### src/hw/rtl/ptu_pkg.sv
package ptu_pkg;

	// input word layout
	localparam int IN_W   = 240;
	localparam int OUT_W  = 88;
	localparam int LIFE_W = 10;
	localparam int MOT_W  = 48;
	localparam int SCL_W  = 16;
	localparam int COL_W  = 24;

	// kind of input word, carried on tuser
	localparam logic ACT_ADD  = 1'b0;
	localparam logic ACT_TICK = 1'b1;

	typedef struct packed {
		logic [LIFE_W-1:0] frame;
		logic [LIFE_W-1:0] life;
		logic [MOT_W-1:0]  position;
		logic [MOT_W-1:0]  velocity;
		logic [MOT_W-1:0]  accel;
		logic [31:0]       scale_ends;
		logic [47:0]       color_ends;
	} slot_t;

	typedef enum logic [1:0] {
		WR_ADD,
		WR_COPY,
		WR_UPD
	} wr_sel_t;

	typedef enum logic [2:0] {
		ST_IDLE,
		ST_CMP_RD,
		ST_CMP_CHK,
		ST_UPD_RD,
		ST_UPD_MUL,
		ST_UPD_DIV,
		ST_UPD_OUT
	} state_t;

	typedef struct packed {
		logic    rd_en;
		logic    wr_en;
		wr_sel_t wr_sel;
		logic    div_start;
		logic    out_load;
		logic    last;
	} cmd_t;

	typedef struct packed {
		logic alive;
		logic div_busy;
		logic out_free;
	} status_t;

endpackage

### src/hw/rtl/ptu_ctrl.sv
module ptu_ctrl #(
	parameter int PARTICLE_SLOTS = 64,
	parameter int AW = 6,
	parameter int CW = 7
) (
	input  logic             clk,
	input  logic             arst_n,
	input  logic             s_tvalid,
	input  logic             s_tuser,
	input  ptu_pkg::status_t st,
	output logic             s_tready,
	output ptu_pkg::cmd_t    cmd,
	output logic [AW-1:0]    rd_addr,
	output logic [AW-1:0]    wr_addr
);
	import ptu_pkg::*;

	state_t state_q, state_d;
	logic [CW-1:0] live_q;
	logic [CW-1:0] idx_q;
	logic [CW-1:0] keep_q;
	logic          in_acc;
	logic          full;

	assign in_acc = s_tvalid && s_tready;
	assign full   = live_q >= CW'(PARTICLE_SLOTS);

	// next state
	always_comb begin
		state_d = state_q;
		case (state_q)
			ST_IDLE:    if (in_acc && s_tuser == ACT_TICK) state_d = ST_CMP_RD;
			ST_CMP_RD: begin
				if (idx_q == live_q)
					state_d = (keep_q == '0) ? ST_IDLE : ST_UPD_RD;
				else
					state_d = ST_CMP_CHK;
			end
			ST_CMP_CHK: state_d = ST_CMP_RD;
			ST_UPD_RD:  state_d = ST_UPD_MUL;
			ST_UPD_MUL: state_d = ST_UPD_DIV;
			ST_UPD_DIV: if (!st.div_busy) state_d = ST_UPD_OUT;
			ST_UPD_OUT: begin
				if (st.out_free)
					state_d = (idx_q == '0) ? ST_IDLE : ST_UPD_RD;
			end
			default:    state_d = ST_IDLE;
		endcase
	end

	// commands
	always_comb begin
		cmd       = '0;
		cmd.wr_sel = WR_ADD;
		s_tready  = 1'b0;
		rd_addr   = idx_q[AW-1:0];
		wr_addr   = idx_q[AW-1:0];
		case (state_q)
			ST_IDLE: begin
				s_tready   = 1'b1;
				cmd.wr_en  = in_acc && s_tuser == ACT_ADD && !full;
				wr_addr    = live_q[AW-1:0];
			end
			ST_CMP_RD:  cmd.rd_en = idx_q != live_q;
			ST_CMP_CHK: begin
				cmd.wr_en  = st.alive;
				cmd.wr_sel = WR_COPY;
				wr_addr    = keep_q[AW-1:0];
			end
			ST_UPD_RD:  cmd.rd_en = 1'b1;
			ST_UPD_MUL: cmd.div_start = 1'b1;
			ST_UPD_OUT: begin
				cmd.wr_en    = st.out_free;
				cmd.wr_sel   = WR_UPD;
				cmd.out_load = st.out_free;
				cmd.last     = idx_q == '0;
			end
			default: ;
		endcase
	end

	always_ff @(posedge clk or negedge arst_n) begin
		if (!arst_n) begin
			state_q <= ST_IDLE;
			live_q  <= '0;
			idx_q   <= '0;
			keep_q  <= '0;
		end else begin
			state_q <= state_d;
			case (state_q)
				ST_IDLE: begin
					if (in_acc && s_tuser == ACT_ADD && !full)
						live_q <= live_q + CW'(1);
					idx_q  <= '0;
					keep_q <= '0;
				end
				ST_CMP_RD: begin
					// compaction done: walk survivors newest first
					if (idx_q == live_q) begin
						live_q <= keep_q;
						idx_q  <= keep_q - CW'(1);
					end
				end
				ST_CMP_CHK: begin
					if (st.alive)
						keep_q <= keep_q + CW'(1);
					idx_q <= idx_q + CW'(1);
				end
				ST_UPD_OUT: begin
					if (st.out_free && idx_q != '0)
						idx_q <= idx_q - CW'(1);
				end
				default: ;
			endcase
		end
	end
endmodule

### config.mk
export PLATFORM = sky130hd
export DESIGN_NAME = ptu_ctrl
export DESIGN_NICKNAME = d
export VERILOG_FILES = /design/src/hw/rtl/ptu_pkg.sv /design/src/hw/rtl/ptu_ctrl.sv
export SDC_FILE = /design/constraint.sdc
export NUM_CORES = 1
export LEC_CHECK = 0
export BUFFER_PORTS_ARGS = -buffer_cell sky130_fd_sc_hd__buf_2
export CAP_MARGIN = 5
export CORE_UTILIZATION = 41
export CTS_BUF_LIST = sky130_fd_sc_hd__clkbuf_4 sky130_fd_sc_hd__clkbuf_8
export CTS_CLUSTER_SIZE = 25
export DETAILED_ROUTE_END_ITERATION = 12
export GPL_TIMING_DRIVEN = 0
export SETUP_SLACK_MARGIN = 0.1
export SKIP_CTS_REPAIR_TIMING = 1
export SYNTH_ARGS = -nofsm -noshare
export SYNTH_HDL_FRONTEND = slang
export SYNTH_SLANG_ARGS = --single-unit
### constraint.sdc
create_clock -name clk -period 3.2 [get_ports clk]
set_input_delay 0.32 -clock clk [delete_from_list [all_inputs] [get_ports clk]]
set_output_delay 0.32 -clock clk [all_outputs]
set_load 0.03 [all_outputs]
==> results.md, run 1 <==
* PwrDens at 894 mW/mm^2
* Layout Skew at 0.00199 ns
* Max Buffers Root-to-Sink at 2
* Die extent in y at 72.6 microns
* Crit path from: state_q[2]
* Fin util at 0.489
* RSZ-0062 raised after global routing: no
* First-pass GRT wire length at 8410 microns
* Status: finished, final reports clean
* Nets at 287
* Number of flops mapped to enable cells by yosys at 0
* N_diodes at 0
* Initial core utilization at 0.430
* Critical-path cell list: clkbuf_1 > nand2_1 > inv_1 > ha_1 > nor2b_1 > o21a_1 > a31oi_1 > o221ai_1 > mux2_1
* IO Port Bufs at 26
* Post-DP HPWL at 3880 microns
* Mean post-synth cell area at 8.51 sq um
* Top post-synthesis cells by area: dfrtp_1, ha_1, o21ai_0
* Synthesis-to-finish area growth at 13.9%
* Via count at 1821
* Full die area at 0.00527 sq mm
* # rows at 25
* TNS Setup at 0 ns
* Crit end category: flip-flop
* Top-count cell post-synth: dfrtp_1
* CTS clk-pin slew, worst paths at 0.09 ns
* Crit-path leading delay family: buffers and inverters
* Routed wire length at 5160 microns
* Crit path DAT at 2.93 ns
* Initial detailed-routing violation count at 87
* Number of global-route vias before repair at 1714
* Root buf cell: clkbuf_8
* Min Tclk post-route at 2.77 ns
* Capturing point of the worst reg2reg path: idx_q[6]
* Drt wl/cell at 15.4 microns
* Yosys reg bits at 24
* Type of origin of the critical path: flip-flop
* TritonRoute pass-1 iters at 4
* Share of the yosys chip area belonging to registers at 0.294
* Yosys warnings at 0
* Layout cells sized above 1 at 0.197
* H-tree levels at 1
* Largest net degree at the start of global routing at 25
* Worst slew margin at 0.575
* Kind of critical path: reg2reg
* GPL Wtd Cong at 0.835
* Num ports at 27
* Vias per inst at 5.42
* Hold WS at 0.0315 ns
* Antenna viol nets, final at 0
* Post-Synthesis Net Count at 257
* Max Slew Vio Count at 0
* Initial antenna violation count at 0
* Final-report hold violation count at 0
* Clock sinks at 24
* Worst-path fanout max at 10
* Synth top cells by count: dfrtp_1, nand2_1, o21ai_0
* Max cap viols at 0
* Cells after Synth at 240
* TritonCTS clock tree: built
* Total CTS buffers at 3
* Post-synth top flop: dfrtp_1
* Maximum clock frequency at 362 MHz
* Leak at 1.01 nW
* Die W at 72.6 microns
* Critical-path top delay cell: dfrtp_1
* Mapped cell area at 0.00204 sq mm
* Worst reg2reg startpoint: state_q[2]
* GRT overflow at 0
* VDD IR-drop max at 0.486 mV
* Async S/R FF share, synth at 1.00
* Register-to-Register Setup Slack at 0.43 ns
* Max incr delay on CP at 0.57 ns
* Latest clock arrival within the worst-skew pair at 0.27 ns
* WP buf/inv at 2
* Worst-Margin Slew at 0.633 ns
* Gr usage total at 0.211
* Post-synth top area share at 0.294
* Worst hold path class: in2async
* Yosys cell types at 53
* Tcrit/Tclk final at 0.864
* Setup violators final at 0
* Core area at 0.00475 sq mm
* R2r worst-path depth at 9
* Critical Path RT at 3.36 ns
* Cell taking the most area after synthesis: dfrtp_1
* DRC at 0
==> flip-flops by register name, indices dropped and copies added (netlist names) <==
signal	count
state_q	3
idx_q	7
live_q	7
keep_q	7
==> per-layer routing <==
layer	GRT usage	wire length [microns]
met4	0.0697	52
met2	0.340	2450
met3	0.0373	143
met5	0	0
met1	0.288	2520
==> layout make-up <==
cell class                 count  area (sq um)
buffer                        18           101
clock buffer                   3          41.3
clock inverter                 1          30.0
fill                         494          2430
inverter                       9          33.8
multi-input combinational    188          1310
sequential                    24           601
tap                           67          83.8
timing repair buffer          26           130
==> cell families (layout without fill, tap and decap cells) <==
family	count (synthesis)	count (layout)	synth area share
compound gates	64	64	0.213
xor+xnor	18	18	0.0772
flops	24	24	0.294
buf+inv	28	57	0.0680
mux	13	13	0.0667
fa+ha+maj	10	10	0.0649
simple gates	83	83	0.216
==> power by group <==
group,internal (mW),switching (mW),leakage (nW)
registers,0.369,0.113,0.303
clock network,0.167,0.106,0.0357
logic,0.512,0.814,0.675
==> worst register-to-register path, cell delays in order (launching register included) <==
cell and delay [ns]:
dfrtp_1 0.57, clkbuf_1 0.35, nand2_1 0.22, inv_1 0.24
ha_1 0.31, nor2b_1 0.15, o21a_1 0.20, a31oi_1 0.18
o221ai_1 0.13, mux2_1 0.31
==> cell usage in the layout (no fill, tap or decap), drive strengths merged, types with 2 or more instances in the layout <==
master	n
xor2	12
nor2b	4
xnor2	6
nor3b	5
or3	4
mux2	5
a211oi	4
o21ai	21
o22ai	3
and2	3
o211ai	2
mux2i	8
nand3b	2
inv	9
a31oi	4
nand2b	3
ha	9
nand2	23
nand3	10
buf	37
nor2	16
o2bb2a	2
nor4	3
o31ai	2
a21oi	9
o21bai	2
nor3	7
o22a	2
o21a	2
clkbuf	10
a22oi	3
dfrtp	24
==> per-stage QoR <==
stage	instance area, sq um	power (mW)	cells	setup WS, ns
3_3_place_gp	2260	1.81	333	0.264
2_1_floorplan	2040	1.50	240	0.494
4_1_cts	2330	2.09	337	0.276
3_5_place_dp	2260	1.81	333	0.274
6_report	2330	2.08	336	0.434
5_1_grt	2330	2.25	336	0.163
==> how the worst max path moves through the flow <==
| stage | endpoint | slack, ns | depth (start not counted) |
|---|---|---|---|
| after floorplan | idx_q[6] | 0.49 | 10 |
| after CTS | idx_q[6] | 0.28 | 10 |
| after global routing | idx_q[6] | 0.16 | 9 |
| after global placement | idx_q[6] | 0.26 | 10 |
| after detailed placement | idx_q[6] | 0.27 | 10 |
| final | idx_q[6] | 0.43 | 9 |
Power figures use the tool's default switching activity.
==> run 2, diff against run 1 <==
--- a/config.mk
+++ b/config.mk
@@ -7,11 +7,13 @@
 export LEC_CHECK = 0
 export BUFFER_PORTS_ARGS = -buffer_cell sky130_fd_sc_hd__buf_2
 export CAP_MARGIN = 5
+export CORE_ASPECT_RATIO = 0.9
 export CORE_UTILIZATION = 41
 export CTS_BUF_LIST = sky130_fd_sc_hd__clkbuf_4 sky130_fd_sc_hd__clkbuf_8
 export CTS_CLUSTER_SIZE = 25
 export DETAILED_ROUTE_END_ITERATION = 12
 export GPL_TIMING_DRIVEN = 0
+export HOLD_SLACK_MARGIN = 0.08
 export SETUP_SLACK_MARGIN = 0.1
 export SKIP_CTS_REPAIR_TIMING = 1
 export SYNTH_ARGS = -nofsm -noshare
==> run 2 against run 1 <==
Against the previous run:
- clock skew grew 0.0028 ns
- cell area decreased by 0.27%
- critical endpoint unchanged
- non-clock buffer count unchanged
- clock power hardly changed
- maximum frequency shrank 1.0%
- largest power group unchanged
- cell count decreased by 1.5%
- total power about the same
==> results.md, run 2 (synthesized netlist as in run 1, its figures left out) <==
* Crit end category: flip-flop
* Total power at 2.08 mW (about the same)
* Die W at 76.4 microns (+5.3%)
* Die extent in y at 69.0 microns (-5.0%)
* Via count at 1834 (+0.71%)
* Leak at 1.01 nW (unchanged)
* VDD IR-drop max at 0.299 mV (-39%)
* Status: finished, final reports clean
* Total CTS buffers at 3 (unchanged)
* Crit path DAT at 2.96 ns (+0.03 ns)
* Drt wl/cell at 15.5 microns (+1.2%)
* Final-report hold violation count at 0 (unchanged)
* Worst-path fanout max at 10 (unchanged)
* # rows at 23 (-8.0%)
* Kind of critical path: reg2reg
* Num ports at 27 (unchanged)
* Worst-Margin Slew at 0.645 ns (+0.0117 ns)
* Critical-path cell list: clkbuf_1 > nand2_1 > inv_1 > ha_1 > nor2b_1 > o21a_1 > a31oi_1 > o221ai_1 > mux2_1
* Clock sinks at 24 (unchanged)
* Min Tclk post-route at 2.79 ns (+0.0288 ns)
* TritonRoute pass-1 iters at 4 (unchanged)
* Hold WS at 0.0331 ns (+0.00160 ns)
* Root buf cell: clkbuf_8
* IO Port Bufs at 26 (unchanged)
* Layout Skew at 0.00482 ns (+0.00283 ns)
* Initial antenna violation count at 0 (unchanged)
* Setup WS pre-CTS at 0.298 ns (+0.0231 ns)
* Worst setup margin at 0.406 ns (-0.0288 ns)
* TritonCTS clock tree: built
* Setup violators final at 0 (unchanged)
* Vias per inst at 5.54 (+2.2%)
* Tcrit/Tclk final at 0.873 (+0.00900)
* Layout cells sized above 1 at 0.197 (unchanged)
* PwrDens at 897 mW/mm^2 (+0.29%)
* Number of global-route vias before repair at 1765 (+3.0%)
* Critical Path RT at 3.36 ns (about the same)
* Post-DP HPWL at 3810 microns (-1.9%)
* Worst hold path class: in2async
* Max cap viols at 0 (unchanged)
* DRC at 0 (unchanged)
* WL met1 at 2620 microns (+4.0%)
* Critical-path top delay cell: dfrtp_1
* Type of origin of the critical path: flip-flop
* Commonest non-fill, non-tap cell in the layout: buf_2
* # fillers at 479 (-3.0%)
* Worst slew margin at 0.568 (-0.00784)
* H-tree levels at 1 (unchanged)
* Gr usage total at 0.216 (+0.00485)
* Routed wire length at 5150 microns (-0.29%)
* Initial core utilization at 0.444 (+0.0140)
* Max incr delay on CP at 0.57 ns (about the same)
* CTS clk-pin slew, worst paths at 0.09 ns (about the same)
* Core area at 0.00460 sq mm (-3.2%)
* Top flop regs: idx_q: 7 flops, keep_q: 7 flops, live_q: 7 flops
* Met2 Routed Length at 2380 microns (-2.8%)
* Antenna viol nets, final at 0 (unchanged)
* Nets at 287 (unchanged)
* Latest clock arrival within the worst-skew pair at 0.27 ns (about the same)
* N_diodes at 0 (unchanged)
* Metal3 WL at 106 microns (-26%)
* Largest net degree at the start of global routing at 25 (unchanged)
* Initial detailed-routing violation count at 48 (-45%)
* GRT overflow at 0 (unchanged)
* RSZ-0062 raised after global routing: no
* Max Buffers Root-to-Sink at 2 (unchanged)
* Most frequent cells in the layout: buf_2, dfrtp_1, nand2_1
* Synthesis-to-finish area growth at 13.6%
* Fin util at 0.504 (+0.0146)
* GPL Wtd Cong at 0.831 (-0.55%)
* Full die area at 0.00527 sq mm (about the same)
* TNS Setup at 0 ns (unchanged)
* Top Layer Used: met4
* Maximum clock frequency at 358 MHz (-1.0%)
* Max Slew Vio Count at 0 (unchanged)
* First-pass GRT wire length at 8620 microns (+2.5%)
## run 2: worst paths after layout
kind	startpoint	to	slack, ns	cells past startpoint
max	state_q[2]	idx_q[6]	0.41	9
min	arst_n	state_q[2]	0.03	1
max reg2reg	state_q[2]	idx_q[6]	0.41	9
min reg2reg	live_q[5]	live_q[5]	0.57	1
max in group asynchronous	arst_n	idx_q[2]	2.78	1
min in group clk	st[0]	state_q[1]	0.29	2
## run 2: area by class of cell
type / instances / area (sq um) / area share
multi-input cells: 188 / 1310 / 0.563
flip-flops and latches: 24 / 601 / 0.259
repair buffers: 26 / 130 / 0.0561
plain buffers: 18 / 101 / 0.0437
well taps: 62 / 77.6 / 0.0334
clock buffers: 3 / 41.3 / 0.0178
inverters: 9 / 33.8 / 0.0146
clock inverters: 1 / 30.0 / 0.0129
## run 2: through the flow
step,cell area [sq um],cells
finish,2320,331
global route,2320,331
CTS,2320,332
detailed placement,2250,328
global placement,2250,328
floorplan,2040,240
## run 2: per-layer routing
metal | vias up | track usage
met4 | 0 | 0.0649
met5 | - | 0
met1 | 884 | 0.273
li1 | 916 | -
met3 | 6 | 0.0316
met2 | 28 | 0.390
## run 2: critical path: cells and delay by family, from the launching register on
| kind | cells | cell delay, ns |
|---|---|---|
| flip-flops | 1 | 0.57 |
| AND/OR/NAND/NOR | 2 | 0.37 |
| buffers and inverters | 2 | 0.59 |
| adder cells (fa/ha/maj) | 1 | 0.32 |
| AO/OA/AOI/OAI | 3 | 0.52 |
| multiplexers | 1 | 0.31 |
## run 2: where the power goes
group | total [mW] | internal, mW | switching (mW)
logic | 1.32 | 0.512 | 0.812
registers | 0.485 | 0.369 | 0.116
clock network | 0.273 | 0.168 | 0.106
